==> src/rtl/uvp_pkg.sv <==
// ----------------------------------------------------------------------------
// uvp_pkg
// Shared types and constants for the UYVY to v210 packer.
// ----------------------------------------------------------------------------
`default_nettype none

package uvp_pkg;

    localparam int COMP_W   = 8;
    localparam int WIDE_W   = 10;
    localparam int WORD_W   = 32;
    localparam int PART_W   = 20;
    localparam int SLOT_W   = 2;
    localparam int COUNT_W  = 13;
    localparam int ROWCNT_W = 12;
    localparam int PIX_W    = 12;
    localparam int STRIDE_W = 13;
    localparam int ROWS_W   = 13;
    localparam int CFG_IDX_W  = 2;
    localparam int CFG_DATA_W = 13;

    localparam logic [SLOT_W-1:0] SLOT_LO  = 2'd0;
    localparam logic [SLOT_W-1:0] SLOT_MID = 2'd1;
    localparam logic [SLOT_W-1:0] SLOT_HI  = 2'd2;

    localparam logic [CFG_IDX_W-1:0] REG_ROW_PIXELS = 2'd0;
    localparam logic [CFG_IDX_W-1:0] REG_ROW_WORDS  = 2'd1;
    localparam logic [CFG_IDX_W-1:0] REG_FRAME_ROWS = 2'd2;

    typedef struct packed {
        logic              emit;
        logic              row_done;
        logic              frame_done;
        logic [WORD_W-1:0] word;
    } pack_item_t;

    typedef struct packed {
        logic out_free;
        logic pad_idle;
    } out_status_t;

endpackage

`default_nettype wire

==> src/rtl/uyvy_to_v210_packer_core.sv <==
// ----------------------------------------------------------------------------
// uyvy_to_v210_packer_core
// Packs 8-bit UYVY components into v210 words with row padding and
// row/frame end marks.
//
//   channel | direction | handshake            | payload
//   s_      | in        | s_valid / s_ready    | s_component[7:0]
//   m_      | out       | m_valid / m_ready    | m_packed_word[31:0], m_row_end,
//           |           |                      | m_frame_end
//   cfg_    | in        | cfg_valid / cfg_ready| cfg_index[1:0], cfg_data[12:0]
//
// One component per cycle while s_ready is high; a data word shows in the
// cycle after the item that completes it. At a row end it is followed by up
// to MAX_PAD_WORDS padding words, one per cycle while m_ready is high, and
// s_ready stays low until the last one is loaded into the result register.
// Reset loads the default geometry and clears all counters. A stalled
// m_ready holds the result register and stops input through s_ready.
// ----------------------------------------------------------------------------
`default_nettype none

module uyvy_to_v210_packer_core #(
    parameter int MAX_ROW_PIXELS = 2048,
    parameter int MAX_ROWS       = 4096,
    parameter int MAX_PAD_WORDS  = 32
) (
    input  wire logic                              aclk,
    input  wire logic                              aresetn,
    input  wire logic                              s_valid,
    output logic                                   s_ready,
    input  wire logic [uvp_pkg::COMP_W-1:0]        s_component,
    output logic                                   m_valid,
    input  wire logic                              m_ready,
    output logic [uvp_pkg::WORD_W-1:0]             m_packed_word,
    output logic                                   m_row_end,
    output logic                                   m_frame_end,
    input  wire logic                              cfg_valid,
    output logic                                   cfg_ready,
    input  wire logic [uvp_pkg::CFG_IDX_W-1:0]     cfg_index,
    input  wire logic [uvp_pkg::CFG_DATA_W-1:0]    cfg_data
);

    localparam int PAD_W = $clog2(MAX_PAD_WORDS + 1);

    logic [uvp_pkg::PIX_W-1:0]    row_pixels_reg, row_pixels_next;
    logic [uvp_pkg::STRIDE_W-1:0] row_words_reg, row_words_next;
    logic [uvp_pkg::ROWS_W-1:0]   frame_rows_reg, frame_rows_next;

    uvp_pkg::pack_item_t  item;
    uvp_pkg::out_status_t status;
    logic [PAD_W-1:0]     pad;
    logic                 accept;

    assign cfg_ready = 1'b1;
    assign s_ready   = status.out_free && status.pad_idle;
    assign accept    = s_valid && s_ready;

    always_comb begin
        row_pixels_next = row_pixels_reg;
        row_words_next  = row_words_reg;
        frame_rows_next = frame_rows_reg;
        if (cfg_valid) begin
            unique case (cfg_index)
                uvp_pkg::REG_ROW_PIXELS: row_pixels_next = cfg_data[uvp_pkg::PIX_W-1:0];
                uvp_pkg::REG_ROW_WORDS:  row_words_next  = cfg_data;
                uvp_pkg::REG_FRAME_ROWS: frame_rows_next = cfg_data;
                default: ;
            endcase
        end
    end

    always_ff @(posedge aclk) begin
        if (!aresetn) begin
            row_pixels_reg <= uvp_pkg::PIX_W'(1920);
            row_words_reg  <= uvp_pkg::STRIDE_W'(1280);
            frame_rows_reg <= uvp_pkg::ROWS_W'(1080);
        end else begin
            row_pixels_reg <= row_pixels_next;
            row_words_reg  <= row_words_next;
            frame_rows_reg <= frame_rows_next;
        end
    end

    uvp_pack #(
        .MAX_ROW_PIXELS (MAX_ROW_PIXELS),
        .MAX_ROWS       (MAX_ROWS),
        .MAX_PAD_WORDS  (MAX_PAD_WORDS),
        .PAD_W          (PAD_W)
    ) u_pack (
        .aclk       (aclk),
        .aresetn    (aresetn),
        .accept     (accept),
        .component  (s_component),
        .row_pixels (row_pixels_reg),
        .row_words  (row_words_reg),
        .frame_rows (frame_rows_reg),
        .item       (item),
        .pad        (pad)
    );

    uvp_out #(
        .MAX_PAD_WORDS (MAX_PAD_WORDS),
        .PAD_W         (PAD_W)
    ) u_out (
        .aclk          (aclk),
        .aresetn       (aresetn),
        .load          (accept),
        .item          (item),
        .pad           (pad),
        .status        (status),
        .m_valid       (m_valid),
        .m_ready       (m_ready),
        .m_packed_word (m_packed_word),
        .m_row_end     (m_row_end),
        .m_frame_end   (m_frame_end)
    );

endmodule

`default_nettype wire

==> src/rtl/uvp_pack.sv <==
// ----------------------------------------------------------------------------
// uvp_pack
// Row/frame counters and word assembly; packs up to three accepted
// components into each data word and computes the padding count at a row end.
// ----------------------------------------------------------------------------
`default_nettype none

module uvp_pack #(
    parameter int MAX_ROW_PIXELS = 2048,
    parameter int MAX_ROWS       = 4096,
    parameter int MAX_PAD_WORDS  = 32,
    parameter int PAD_W          = $clog2(MAX_PAD_WORDS + 1)
) (
    input  wire logic                            aclk,
    input  wire logic                            aresetn,
    input  wire logic                            accept,
    input  wire logic [uvp_pkg::COMP_W-1:0]      component,
    input  wire logic [uvp_pkg::PIX_W-1:0]       row_pixels,
    input  wire logic [uvp_pkg::STRIDE_W-1:0]    row_words,
    input  wire logic [uvp_pkg::ROWS_W-1:0]      frame_rows,
    output uvp_pkg::pack_item_t                  item,
    output logic [PAD_W-1:0]                     pad
);

    logic [uvp_pkg::SLOT_W-1:0]   group_slot_reg, group_slot_next;
    logic [uvp_pkg::PART_W-1:0]   partial_reg, partial_next;
    logic [uvp_pkg::COUNT_W-1:0]  comp_cnt_reg, comp_cnt_next;
    logic [uvp_pkg::COUNT_W-1:0]  word_cnt_reg, word_cnt_next;
    logic [uvp_pkg::ROWCNT_W-1:0] row_cnt_reg, row_cnt_next;

    logic [uvp_pkg::WIDE_W-1:0]   comp10;
    logic [uvp_pkg::PIX_W-1:0]    pix;
    logic [uvp_pkg::COUNT_W-1:0]  target;
    logic [uvp_pkg::ROWS_W-1:0]   rows;
    logic [uvp_pkg::ROWS_W-1:0]   rows_m1;
    logic [uvp_pkg::SLOT_W-1:0]   slot;
    logic [uvp_pkg::WORD_W-1:0]   placed;
    logic [uvp_pkg::WORD_W-1:0]   word;
    logic [uvp_pkg::COUNT_W-1:0]  cnt_inc;
    logic [uvp_pkg::COUNT_W-1:0]  wcnt_inc;
    logic [uvp_pkg::STRIDE_W-1:0] diff;
    logic                         row_done;
    logic                         frame_done;
    logic                         emit;

    assign comp10 = {component, 2'b00};

    always_comb begin
        if ({2'b00, row_pixels} > 14'(MAX_ROW_PIXELS)) begin
            pix = uvp_pkg::PIX_W'(MAX_ROW_PIXELS);
        end else begin
            pix = row_pixels;
        end
        if (frame_rows == '0) begin
            rows = uvp_pkg::ROWS_W'(1);
        end else if ({1'b0, frame_rows} > 14'(MAX_ROWS)) begin
            rows = uvp_pkg::ROWS_W'(MAX_ROWS);
        end else begin
            rows = frame_rows;
        end
    end

    assign target  = {pix, 1'b0};
    assign rows_m1 = rows - uvp_pkg::ROWS_W'(1);
    assign slot    = (group_slot_reg > uvp_pkg::SLOT_HI) ? uvp_pkg::SLOT_HI : group_slot_reg;

    always_comb begin
        case (slot)
            uvp_pkg::SLOT_LO:  placed = {22'd0, comp10};
            uvp_pkg::SLOT_MID: placed = {12'd0, comp10, 10'd0};
            default:           placed = {2'd0, comp10, 20'd0};
        endcase
    end

    assign word       = placed | {12'd0, partial_reg};
    assign cnt_inc    = comp_cnt_reg + uvp_pkg::COUNT_W'(1);
    assign wcnt_inc   = word_cnt_reg + uvp_pkg::COUNT_W'(1);
    assign row_done   = cnt_inc >= target;
    assign frame_done = row_done && ({1'b0, row_cnt_reg} >= rows_m1);
    assign emit       = (slot == uvp_pkg::SLOT_HI) || row_done;
    assign diff       = row_words - wcnt_inc;

    always_comb begin
        pad = '0;
        if (row_done && (wcnt_inc < row_words)) begin
            if (diff > uvp_pkg::STRIDE_W'(MAX_PAD_WORDS)) begin
                pad = PAD_W'(MAX_PAD_WORDS);
            end else begin
                pad = diff[PAD_W-1:0];
            end
        end
    end

    assign item.emit       = emit;
    assign item.row_done   = row_done;
    assign item.frame_done = frame_done;
    assign item.word       = word;

    always_comb begin
        group_slot_next = group_slot_reg;
        partial_next    = partial_reg;
        comp_cnt_next   = comp_cnt_reg;
        word_cnt_next   = word_cnt_reg;
        row_cnt_next    = row_cnt_reg;
        if (accept) begin
            if (emit) begin
                group_slot_next = uvp_pkg::SLOT_LO;
                partial_next    = '0;
                word_cnt_next   = wcnt_inc;
            end else begin
                group_slot_next = slot + uvp_pkg::SLOT_W'(1);
                partial_next    = word[uvp_pkg::PART_W-1:0];
            end
            comp_cnt_next = cnt_inc;
            if (row_done) begin
                comp_cnt_next = '0;
                word_cnt_next = '0;
                row_cnt_next  = frame_done ? '0 : row_cnt_reg + uvp_pkg::ROWCNT_W'(1);
            end
        end
    end

    always_ff @(posedge aclk) begin
        if (!aresetn) begin
            group_slot_reg <= '0;
            partial_reg    <= '0;
            comp_cnt_reg   <= '0;
            word_cnt_reg   <= '0;
            row_cnt_reg    <= '0;
        end else begin
            group_slot_reg <= group_slot_next;
            partial_reg    <= partial_next;
            comp_cnt_reg   <= comp_cnt_next;
            word_cnt_reg   <= word_cnt_next;
            row_cnt_reg    <= row_cnt_next;
        end
    end

    assert property (@(posedge aclk) disable iff (!aresetn)
        group_slot_reg != 2'd3)
        else $error("group slot out of range");

    assert property (@(posedge aclk) disable iff (!aresetn)
        accept && row_done |=> comp_cnt_reg == '0 && word_cnt_reg == '0 &&
                               group_slot_reg == uvp_pkg::SLOT_LO)
        else $error("row end did not clear counters");

    assert property (@(posedge aclk) disable iff (!aresetn)
        group_slot_reg == uvp_pkg::SLOT_LO |-> partial_reg == '0)
        else $error("partial word not empty at group start");

endmodule

`default_nettype wire

==> src/rtl/uvp_out.sv <==
// ----------------------------------------------------------------------------
// uvp_out
// Result register and padding sequencer; emits the data word, then the
// zero padding words of a row end.
// ----------------------------------------------------------------------------
`default_nettype none

module uvp_out #(
    parameter int MAX_PAD_WORDS = 32,
    parameter int PAD_W         = $clog2(MAX_PAD_WORDS + 1)
) (
    input  wire logic                         aclk,
    input  wire logic                         aresetn,
    input  wire logic                         load,
    input  wire uvp_pkg::pack_item_t          item,
    input  wire logic [PAD_W-1:0]             pad,
    output uvp_pkg::out_status_t              status,
    output logic                              m_valid,
    input  wire logic                         m_ready,
    output logic [uvp_pkg::WORD_W-1:0]        m_packed_word,
    output logic                              m_row_end,
    output logic                              m_frame_end
);

    logic                      valid_reg, valid_next;
    logic [uvp_pkg::WORD_W-1:0] word_reg, word_next;
    logic                      row_end_reg, row_end_next;
    logic                      frame_end_reg, frame_end_next;
    logic [PAD_W-1:0]          pad_left_reg, pad_left_next;
    logic                      frame_pend_reg, frame_pend_next;
    logic                      out_free;
    logic                      last_pad;

    assign out_free = !valid_reg || m_ready;
    assign last_pad = pad_left_reg == PAD_W'(1);

    assign status.out_free = out_free;
    assign status.pad_idle = pad_left_reg == '0;

    always_comb begin
        valid_next      = valid_reg;
        word_next       = word_reg;
        row_end_next    = row_end_reg;
        frame_end_next  = frame_end_reg;
        pad_left_next   = pad_left_reg;
        frame_pend_next = frame_pend_reg;
        if (out_free) begin
            valid_next = 1'b0;
            if (pad_left_reg != '0) begin
                valid_next     = 1'b1;
                word_next      = '0;
                row_end_next   = last_pad;
                frame_end_next = last_pad && frame_pend_reg;
                pad_left_next  = pad_left_reg - PAD_W'(1);
            end else if (load && item.emit) begin
                valid_next      = 1'b1;
                word_next       = item.word;
                row_end_next    = item.row_done && (pad == '0);
                frame_end_next  = item.frame_done && (pad == '0);
                pad_left_next   = pad;
                frame_pend_next = item.frame_done;
            end
        end
    end

    always_ff @(posedge aclk) begin
        if (!aresetn) begin
            valid_reg      <= 1'b0;
            pad_left_reg   <= '0;
            frame_pend_reg <= 1'b0;
        end else begin
            valid_reg      <= valid_next;
            pad_left_reg   <= pad_left_next;
            frame_pend_reg <= frame_pend_next;
        end
    end

    always_ff @(posedge aclk) begin
        word_reg      <= word_next;
        row_end_reg   <= row_end_next;
        frame_end_reg <= frame_end_next;
    end

    assign m_valid       = valid_reg;
    assign m_packed_word = word_reg;
    assign m_row_end     = row_end_reg;
    assign m_frame_end   = frame_end_reg;

    assert property (@(posedge aclk) disable iff (!aresetn)
        valid_reg && frame_end_reg |-> row_end_reg)
        else $error("frame end without row end");

    assert property (@(posedge aclk) disable iff (!aresetn)
        pad_left_reg != '0 |-> !load)
        else $error("item taken while padding pending");

    assert property (@(posedge aclk) disable iff (!aresetn)
        pad_left_reg <= PAD_W'(MAX_PAD_WORDS))
        else $error("padding count above cap");

    assert property (@(posedge aclk) disable iff (!aresetn)
        load && item.emit && pad != '0 |=> pad_left_reg == $past(pad) && !row_end_reg)
        else $error("padding not started after data word");

endmodule

`default_nettype wire
==> config.mk <==
export PLATFORM = sky130hd
export DESIGN_NAME = uyvy_to_v210_packer_core
export DESIGN_NICKNAME = d
export VERILOG_FILES = /design/src/rtl/uvp_pkg.sv /design/src/rtl/uyvy_to_v210_packer_core.sv /design/src/rtl/uvp_pack.sv /design/src/rtl/uvp_out.sv
export SDC_FILE = /design/constraint.sdc
export NUM_CORES = 1
export LEC_CHECK = 0
export BUFFER_PORTS_ARGS = -buffer_cell sky130_fd_sc_hd__buf_2
export CAP_MARGIN = 10
export CORE_MARGIN = 3
export CORE_UTILIZATION = 45
export CTS_CLUSTER_SIZE = 20
export DETAILED_ROUTE_END_ITERATION = 8
export MAX_ROUTING_LAYER = met4
export RECOVER_POWER = 50
export REMOVE_ABC_BUFFERS = 1
export SYNTH_ARGS = -nofsm -noshare
export SYNTH_HDL_FRONTEND = slang
export SYNTH_SLANG_ARGS = --single-unit
export TNS_END_PERCENT = 50
==> constraint.sdc <==
create_clock -name aclk -period 5.6 [get_ports aclk]
set_clock_uncertainty 0.2 [all_clocks]
set_input_delay 1.12 -clock aclk [delete_from_list [all_inputs] [get_ports aclk]]
set_output_delay 1.12 -clock aclk [all_outputs]
set_load 0.05 [all_outputs]
==> results of run 1 <==
[worst paths after layout]
path,start,to,depth (start not counted),slack (ns)
setup / recovery,u_pack.comp_cnt_reg[0],u_out.pad_left_reg[3],16,0.85
hold / removal,u_pack.partial_reg[13],u_pack.partial_reg[13],2,0.27
setup reg to reg,u_pack.comp_cnt_reg[0],u_out.pad_left_reg[3],16,0.85
hold reg to reg,u_pack.partial_reg[13],u_pack.partial_reg[13],2,0.27
[worst max-delay path, delay by kind of cell, from the launching register on]
family                   cells  cell delay [ns]
AND/OR/NAND/NOR              7             1.47
flip-flops                   1             0.39
adder cells (fa/ha/maj)      2             0.52
AO/OA/AOI/OAI                5             1.38
buffers and inverters        1             0.44
XOR/XNOR                     1             0.22
[power by group]
group          switching (W)  internal, W
combinational       0.000875     0.000250
clock               0.000487     0.000591
sequential         0.0000730      0.00115
total                0.00144      0.00199
[layout make-up]
type | instances | area share, %
well taps | 216 | 3.22
clock inverters | 15 | 1.75
clock buffers | 17 | 5.07
repair buffers | 60 | 3.18
inverters | 26 | 1.16
flip-flops and latches | 128 | 33.7
multi-input cells | 696 | 51.9
[synth_stat cells (all sizes together), types with 11 or more instances]
cell type  number
nor3           15
nand4          19
and3           27
a21o           11
xor2           32
edfxtp         26
a21oi          50
a21boi         46
nand3b         13
xnor2          22
buf            17
nor2           93
nand3          29
nand2         136
o21ai          36
and2           12
clkbuf         29
dfxtp         102
ha             37
inv            26
[routing by layer]
metal  wire length (um)  vias up  part of all wire [%]  track usage [%]
li1                   -     3217                     -                -
met1               8700     2880                    49             27.8
met2               8030      148                    45             32.3
met3                851       27                   4.8             4.43
met4                286        0                   1.6             6.39
met5                  0        -                     0                -
[kinds of logic (layout without fill, tap and decap cells)]
group                      count (synthesis)  in the layout  share of synthesized area, %
AOI/OAI and AO/OA                        196            196                          17.3
adders and majority gates                 42             42                          7.03
xor gates and xnor gates                  57             57                          7.48
DFF                                      128            128                          37.7
buffers and inverters                     72            118                          4.32
and+or+nand+nor                          390            390                          25.7
other                                      2              9                         0.100
muxes                                      2              2                         0.268
[per-stage QoR]
step | hold slack (ns) | cell area [um2] | setup WS (ns)
5_1_grt | 0.280 | 8380 | 0.338
6_report | 0.265 | 8380 | 0.853
2_1_floorplan | 0.238 | 7280 | 1.48
3_3_place_gp | 0.248 | 7850 | 1.07
3_5_place_dp | 0.254 | 7850 | 0.919
4_1_cts | 0.267 | 8420 | 0.859
==> flow_metrics.env, run 1 <==
export IMPL_core_rowCount=46
export IMPL_synth_seq_cells=128
export IMPL_num_nets_final=995
export IMPL_layout_cells_non_filler=1158
export IMPL_post_cts_buffers=0
export IMPL_die_h_um=135
export IMPL_p_leak_nw=3.40
export IMPL_final_common_cell="nand2_1"
export IMPL_fin_crit_sh_pct=84.8
export IMPL_dr_total_vias=6272
export IMPL_post_route_util_pct=52.2
export IMPL_hp_class="register to register"
export IMPL_tns_ns=0
export IMPL_io_pins=65
export IMPL_ant_nets=0
export IMPL_worstMarginPinSlew_ns=1.77
export IMPL_fmax_mhz=211
export IMPL_max_vdd_ir_drop_mv=0.320
export IMPL_layout_drive_gt1_share_pct=9.24
export IMPL_cts_buffers=17
export IMPL_drv_slew=50
export IMPL_worst_path_max_delay_cell="inv_1"
export IMPL_netlist_area_leader_share_pct=27.3
export IMPL_portBuffers=55
export IMPL_status="finished with violations"
export IMPL_cp_slowest_stage_delay_ns=0.44
export IMPL_wirelength_mm=17.9
export IMPL_start_kind="register"
export IMPL_synth_warning_count=0
export IMPL_dr_first_iter_drc_count=410
export IMPL_hold_buffers=0
export IMPL_regArea_um2=2820
export IMPL_cts_tree="built"
export IMPL_start_util_pct=46.6
export IMPL_viasPerCell=5.42
export IMPL_clk_latency_ns=0.42
export IMPL_setup_violations=0
export IMPL_place_inst=1124
export IMPL_p_total_w=0.00343
export IMPL_synth_top_cells_by_area="dfxtp_1 27%, edfxtp_1 10%, nand2_1 6.8%"
export IMPL_hpwlAfterDp_mm=13.0
export IMPL_cts_root_buf="clkbuf_16"
export IMPL_wl_per_cell_um=15.4
export IMPL_antenna_found_initial=0
export IMPL_final_cell_mix="136 x nand2_1, 102 x dfxtp_1, 93 x nor2_1"
export IMPL_grt_max_degree=50
export IMPL_die_x_um=135
export IMPL_cellPowerDensity_nw_per_um2=409
export IMPL_htree_levels=4
export IMPL_synth_flop_cell="dfxtp_1"
export IMPL_coreArea_um2=16100
export IMPL_syn_area_um2=7480
export IMPL_crit_chain="ha_1, and3_1, and3_1, and3_1, and3_1, nand3_1, xnor2_1, ha_1, and4_1, a221oi_1, o211ai_1, a21oi_1, or2_2, inv_1, o21ai_0, a21oi_1"
export IMPL_crit_fanout=28
export IMPL_async_flop_share_pct=0
export IMPL_cap_violations=1
export IMPL_worstPathArrival_ns=4.85
export IMPL_drt_pass1_iter_count=5
export IMPL_gp_congestion=0.870
export IMPL_synth_edf_count=26
export IMPL_overflow=0
export IMPL_min_period_ns=4.75
export IMPL_cp_end_kind="register"
export IMPL_worstSetupPathType="register to register"
export IMPL_hold_viol_final=0
export IMPL_clock_sinks=128
export IMPL_syn_inst=889
export IMPL_synth_distinct_cells=82
export IMPL_cts_resized=0
export IMPL_largest_register_ffs=24
export IMPL_grt_pass1_vias=5942
export IMPL_die_area_um2=18200
export IMPL_drc=0
export IMPL_syn2layout_area_growth_pct=12.1
export IMPL_clock_path_buffers=2
export IMPL_multi_input_area_um2=4350
export IMPL_clk_pin_slew_worst_paths_ns=0.06
export IMPL_required_ns=5.70
export IMPL_grt_use_total_pct=21.0
export IMPL_path_common_cell="and3_1"
export IMPL_syn_avg_cell_area_um2=8.41
export IMPL_nFillCells=1567
export IMPL_violations="max-capacitance violations, max-slew violations"
export IMPL_yosys_area_top_type="dfxtp_1"
export IMPL_n_antenna_cell=0
export IMPL_rsz0062_at_grt="false"
export IMPL_yosysSeqAreaShare_pct=37.7
export IMPL_grt_pass1_wl_mm=29.6
export IMPL_slew_limit_headroom_pct=-18.1
Note: power is estimated with default switching activity, not from simulation.
==> run 2, diff against run 1 <==
==> constraint.sdc (replaced) <==
create_clock -name aclk -period 4.8 [get_ports aclk]
set_clock_uncertainty 0.2 [all_clocks]
set_input_delay 0.96 -clock aclk [delete_from_list [all_inputs] [get_ports aclk]]
set_output_delay 0.96 -clock aclk [all_outputs]
set_load 0.05 [all_outputs]
==> run 2 against run 1 <==
The run now ends clean. Register-to-register slack lost 0.56 ns. Design area up 1.8%. Core utilization increased by 0.94 points. Critical path depth down 2. Final cell count is 0.52% higher. Critical endpoint is now u_pack.comp_cnt_reg[0]. Highest routed layer unchanged.
==> flow_metrics.env, run 2 (same netlist as run 1, synthesis figures left out) <==
export IMPL_dpl_instance_area_um2=7910
export IMPL_core_rowCount=46
export IMPL_wirelength_mm=18.0
export IMPL_cts_buffers=17
export IMPL_fmax_mhz=222
export IMPL_post_route_util_pct=53.1
export IMPL_layout_drive_gt1_share_pct=11.8
export IMPL_drc=0
export IMPL_wl_per_cell_um=15.5
export IMPL_dr_first_iter_drc_count=334
export IMPL_gp_congestion=0.873
export IMPL_slew_limit_headroom_pct=28.7
export IMPL_final_common_cell="nand2_1"
export IMPL_required_ns=4.93
export IMPL_crit_chain="ha_1, and3_1, and3_1, and3_1, and3_1, nand3_1, xnor2_1, ha_1, and4_1, a221oi_1, o21ai_0, nand2_1, nand2_1, nor2_1"
export IMPL_drv_slew=0
export IMPL_tns_ns=0
export IMPL_nFillCells=1554
export IMPL_antenna_found_initial=0
export IMPL_die_area_um2=18200
export IMPL_hold_viol_final=0
export IMPL_hp_class="register to register"
export IMPL_grt_pass1_wl_mm=30.1
export IMPL_grt_pass1_vias=5942
export IMPL_clock_sinks=128
export IMPL_io_pins=65
export IMPL_rsz0062_at_grt="true"
export IMPL_cts_root_buf="clkbuf_16"
export IMPL_crit_fanout=16
export IMPL_fin_crit_sh_pct=93.8
export IMPL_p_clk_share_pct=32.2
export IMPL_syn2layout_area_growth_pct=14.1
export IMPL_htree_levels=4
export IMPL_cap_violations=0
export IMPL_viasPerCell=5.39
export IMPL_die_h_um=135
export IMPL_hold_buffers=0
export IMPL_p_leak_nw=3.50
export IMPL_worst_path_buf_inv=0
export IMPL_hpwlAfterDp_mm=13.1
export IMPL_num_nets_final=1001
export IMPL_max_vdd_ir_drop_mv=0.347
export IMPL_regArea_um2=2820
export IMPL_worstSetupPathType="register to register"
export IMPL_crit_family="simple AND/OR/NAND/NOR gates"
export IMPL_pwr_share_seq_pct=33.9
export IMPL_worstPathArrival_ns=4.63
export IMPL_final_area_um2=8530
export IMPL_p_switching_w=0.00165
export IMPL_largest_register_ffs=24
export IMPL_final_cell_mix="136 x nand2_1, 102 x dfxtp_1, 92 x nor2_1"
export IMPL_min_period_ns=4.50
export IMPL_worst_path_max_delay_cell="nand2_1"
export IMPL_die_x_um=135
export IMPL_worstMarginPinSlew_ns=1.07
export IMPL_start_util_pct=46.6
export IMPL_n_antenna_cell=0
export IMPL_path_common_cell="and3_1"
export IMPL_sw_frac_of_total_pct=39.3
export IMPL_grt_max_degree=29
export IMPL_clock_path_buffers=2
export IMPL_grt_use_total_pct=21.2
export IMPL_start_kind="register"
export IMPL_p_total_w=0.00420
export IMPL_power_combinational_fraction_pct=33.9
export IMPL_status="complete, no violations"
export IMPL_ant_nets=0
export IMPL_cp_end_kind="register"
export IMPL_clk_pin_slew_worst_paths_ns=0.06
export IMPL_overflow=0
export IMPL_dr_total_vias=6271
export IMPL_intPower_w=0.00255
export IMPL_cellPowerDensity_nw_per_um2=492
export IMPL_setup_violations=0
export IMPL_drt_pass1_iter_count=6
export IMPL_cts_tree="built"
export IMPL_clk_latency_ns=0.42
export IMPL_cp_slowest_stage_delay_ns=0.52
export IMPL_portBuffers=55
export IMPL_multi_input_area_um2=4370
export IMPL_coreArea_um2=16100
-- run 2: cell types whose count changed in the layout (fill, tap and decap cells not counted), sizes merged --
cell	change
inv	-5
bufinv	+3
clkbuf	-16
buf	+23
clkinvlp	+1
-- run 2: power by group through the flow --
stage                     clock [W]  combinational [W]  sequential, W
final                       0.00135            0.00142        0.00142
after global routing        0.00142            0.00155        0.00144
after CTS                   0.00137            0.00141        0.00142
after detailed placement          0            0.00140        0.00145
after global placement            0            0.00140        0.00144
after floorplan                   0           0.000614        0.00183
-- run 2: per-stage QoR --
stage,instances,setup WS [ns],hold slack [ns]
final,1164,0.297,0.261
after global routing,1164,-0.236,0.284
after CTS,1162,0.270,0.266
after detailed placement,1130,0.307,0.254
after global placement,1130,0.419,0.246
after floorplan,850,0.684,0.238
-- run 2: worst register-to-register path, cell delays in order (launching register included) --
cell	delay, ns
dfxtp_1	0.38
ha_1	0.24
and3_1	0.24
and3_1	0.24
and3_1	0.25
and3_1	0.25
nand3_1	0.12
xnor2_1	0.22
ha_1	0.28
and4_1	0.17
a221oi_1	0.38
o21ai_0	0.25
nand2_1	0.35
nand2_1	0.52
nor2_1	0.32
-- run 2: repair_timing --
item | CTS | global route
resized for setup | 0 | 6
buffers inserted | 0 | 1
setup endpoints to repair | 0 | 55
-- run 2: layout make-up --
type / count / area share, %
clock buffers: 18 / 5.03
inverters: 26 / 1.19
well taps: 216 / 3.17
clock inverters: 14 / 2.10
multi-input cells: 696 / 51.3
flip-flops and latches: 128 / 33.1
repair buffers: 66 / 4.19
-- run 2: metal layers --
metal | up-vias | GRT usage, % | wire length [um]
li1 | 3209 | - | -
met1 | 2893 | 29.1 | 8930
met2 | 152 | 32.3 | 8040
met3 | 17 | 4.32 | 849
met4 | 0 | 5.03 | 204
met5 | - | - | 0
-- run 2: worst paths after layout --
check	from	endpoint	slack [ns]	cells past startpoint
max	u_pack.comp_cnt_reg[0]	u_pack.comp_cnt_reg[0]	0.30	14
min	row_pixels_reg[5]	row_pixels_reg[5]	0.26	2
min reg2reg	row_pixels_reg[5]	row_pixels_reg[5]	0.26	2
max reg2reg	u_pack.comp_cnt_reg[0]	u_pack.comp_cnt_reg[0]	0.30	14
==> run 3, diff against run 2 <==
==> constraint.sdc (replaced) <==
create_clock -name aclk -period 5.01 [get_ports aclk]
set_clock_uncertainty 0.2 [all_clocks]
set_input_delay 1.002 -clock aclk [delete_from_list [all_inputs] [get_ports aclk]]
set_output_delay 1.002 -clock aclk [all_outputs]
set_load 0.05 [all_outputs]
==> run 3 against run 2 <==
Worst hold slack improved by 0.0052 ns. Register-to-register slack better by 0.22 ns. Combinational power down 8%. Via count fell by 0.67%. First-iteration DRC count shrank 1.8%. Die area unchanged. Critical path depth increased by 4. Non-clock buffer count decreased by 5. Critical path type unchanged. Highest routed layer unchanged.
==> flow_metrics.env, run 3 (same netlist as run 1, synthesis figures left out) <==
export IMPL_hpwlAfterDp_mm=12.8
export IMPL_worst_path_buf_inv=1
export IMPL_cts_tree="built"
export IMPL_drc=0
export IMPL_worstSetupPathType="register to register"
export IMPL_fin_crit_sh_pct=89.7
export IMPL_viasPerCell=5.37
export IMPL_multi_input_area_um2=4360
export IMPL_dpl_instance_area_um2=7860
export IMPL_path_common_cell="o21ai_0"
export IMPL_core_rowCount=46
export IMPL_die_h_um=135
export IMPL_rsz0062_at_grt="false"
export IMPL_portBuffers=55
export IMPL_hp_class="register to register"
export IMPL_cp_slowest_stage_delay_ns=0.52
export IMPL_final_common_cell="nand2_1"
export IMPL_r2r_start="frame_rows_reg[3]"
export IMPL_met1_usage_pct=28.6
export IMPL_wirelength_mm=17.8
export IMPL_gp_congestion=0.894
export IMPL_hold_buffers=0
export IMPL_reg2reg_slack_ns=0.52
export IMPL_worstMarginPinSlew_ns=1.44
export IMPL_crit_chain="nor3_1, nand2_1, nor4_1, o21ai_0, o21ai_1, o21ai_0, o21ai_0, o21ai_0, ha_1, a21o_1, a211o_1, a41oi_1, nor2_1, o41ai_1, inv_1, and2_1, or4b_1, a21boi_0"
export IMPL_cellPowerDensity_nw_per_um2=466
export IMPL_final_cell_mix="136 x nand2_1, 102 x dfxtp_1, 93 x nor2_1"
export IMPL_cts_root_buf="clkbuf_16"
export IMPL_nFillCells=1569
export IMPL_slew_limit_headroom_pct=4.28
export IMPL_layout_drive_gt1_share_pct=9.43
export IMPL_cts_buffers=17
export IMPL_regArea_um2=2820
export IMPL_worst_path_max_delay_cell="or4b_1"
export IMPL_clock_path_buffers=2
export IMPL_overflow=0
export IMPL_min_period_ns=4.49
export IMPL_status="complete, no violations"
export IMPL_hold_viol_final=0
export IMPL_tns_ns=0
export IMPL_min_to="u_pack.partial_reg[12]"
export IMPL_p_total_w=0.00393
export IMPL_drt_pass1_iter_count=5
export IMPL_num_nets_final=997
export IMPL_final_area_um2=8430
export IMPL_cap_violations=0
export IMPL_start_util_pct=46.6
export IMPL_required_ns=5.15
export IMPL_setup_violations=0
export IMPL_grt_pass1_wl_mm=29.6
export IMPL_antenna_found_initial=0
export IMPL_worstHoldStart="u_pack.partial_reg[12]"
export IMPL_largest_register_ffs=24
export IMPL_clk_pin_slew_worst_paths_ns=0.06
export IMPL_drv_slew=0
export IMPL_dr_total_vias=6229
export IMPL_die_area_um2=18200
export IMPL_grt_util_met2_pct=32.0
export IMPL_ff2ff_path_depth=18
export IMPL_p_leak_nw=3.40
export IMPL_grt_pass1_vias=5903
export IMPL_htree_levels=4
export IMPL_crit_family="compound AO/OA/AOI/OAI gates"
export IMPL_die_x_um=135
export IMPL_syn2layout_area_growth_pct=12.7
export IMPL_cp_end_kind="register"
export IMPL_worstPathArrival_ns=4.64
export IMPL_wl_per_cell_um=15.3
export IMPL_min_path_cells=2
export IMPL_clock_sinks=128
export IMPL_use_met3_pct=3.99
export IMPL_max_vdd_ir_drop_mv=0.319
export IMPL_fmax_mhz=222
export IMPL_start_kind="register"
export IMPL_coreArea_um2=16100
export IMPL_grt_max_degree=39
export IMPL_r2r_end="u_pack.row_cnt_reg[7]"
export IMPL_ant_nets=0
export IMPL_n_antenna_cell=0
export IMPL_dr_first_iter_drc_count=328
export IMPL_clk_latency_ns=0.42
export IMPL_io_pins=65
export IMPL_grt_busiest_layer="met2"
export IMPL_crit_fanout=8
export IMPL_grt_use_total_pct=20.9
-- run 3: where the power goes --
group          total (W)  internal, W  switching, W
clock network    0.00126     0.000749      0.000509
logic            0.00131     0.000305       0.00100
registers        0.00137      0.00128     0.0000838
-- run 3: tightest hold or removal path: stages, from the launching register on --
cell,delay [ns]
dfxtp_1,0.33
a21oi_1,0.04
nor2_1,0.07
-- run 3: worst max-delay path by stage --
stage / startpoint / end / slack, ns / depth (start not counted)
floorplan: u_pack.comp_cnt_reg[0] / u_out.pad_left_reg[3] / 0.89 / 16
global placement: u_pack.comp_cnt_reg[0] / u_out.pad_left_reg[3] / 0.47 / 16
detailed placement: u_pack.comp_cnt_reg[0] / u_out.pad_left_reg[3] / 0.30 / 16
CTS: u_pack.comp_cnt_reg[0] / u_out.pad_left_reg[3] / 0.28 / 16
global route: frame_rows_reg[6] / u_pack.row_cnt_reg[7] / 0.04 / 18
finish: frame_rows_reg[3] / u_pack.row_cnt_reg[7] / 0.52 / 18
-- run 3: timing repair --
action / 4_1_cts / 5_1_grt
resized for setup: 0 / 3
setup endpoints to repair: 0 / 29
setup buffers: 0 / 2
-- run 3: routing by layer --
metal | up-vias | share of wire [%]
met3 | 16 | 4.2
met1 | 2874 | 49
met5 | - | 0
li1 | 3221 | -
met4 | 0 | 0.94
met2 | 118 | 46
-- run 3: per-stage QoR --
| stage | cells | util [%] | setup WS, ns | hold WS [ns] |
|---|---|---|---|---|
| 6_report | 1160 | 52.5 | 0.515 | 0.267 |
| 5_1_grt | 1160 | 52.5 | 0.0396 | 0.285 |
| 3_5_place_dp | 1125 | 48.9 | 0.299 | 0.254 |
| 2_1_floorplan | 850 | - | 0.894 | 0.238 |
| 3_3_place_gp | 1125 | 48.9 | 0.469 | 0.248 |
| 4_1_cts | 1157 | 52.6 | 0.284 | 0.269 |
-- run 3: final cells by class --
cell class | instances | share of cell area, %
multi-input combinational | 696 | 51.7
sequential | 128 | 33.5
clock buffer | 17 | 5.04
timing repair buffer | 61 | 3.26
tap | 216 | 3.20
clock inverter | 15 | 2.05
inverter | 26 | 1.20
timing repair inverter | 1 | 0.0890
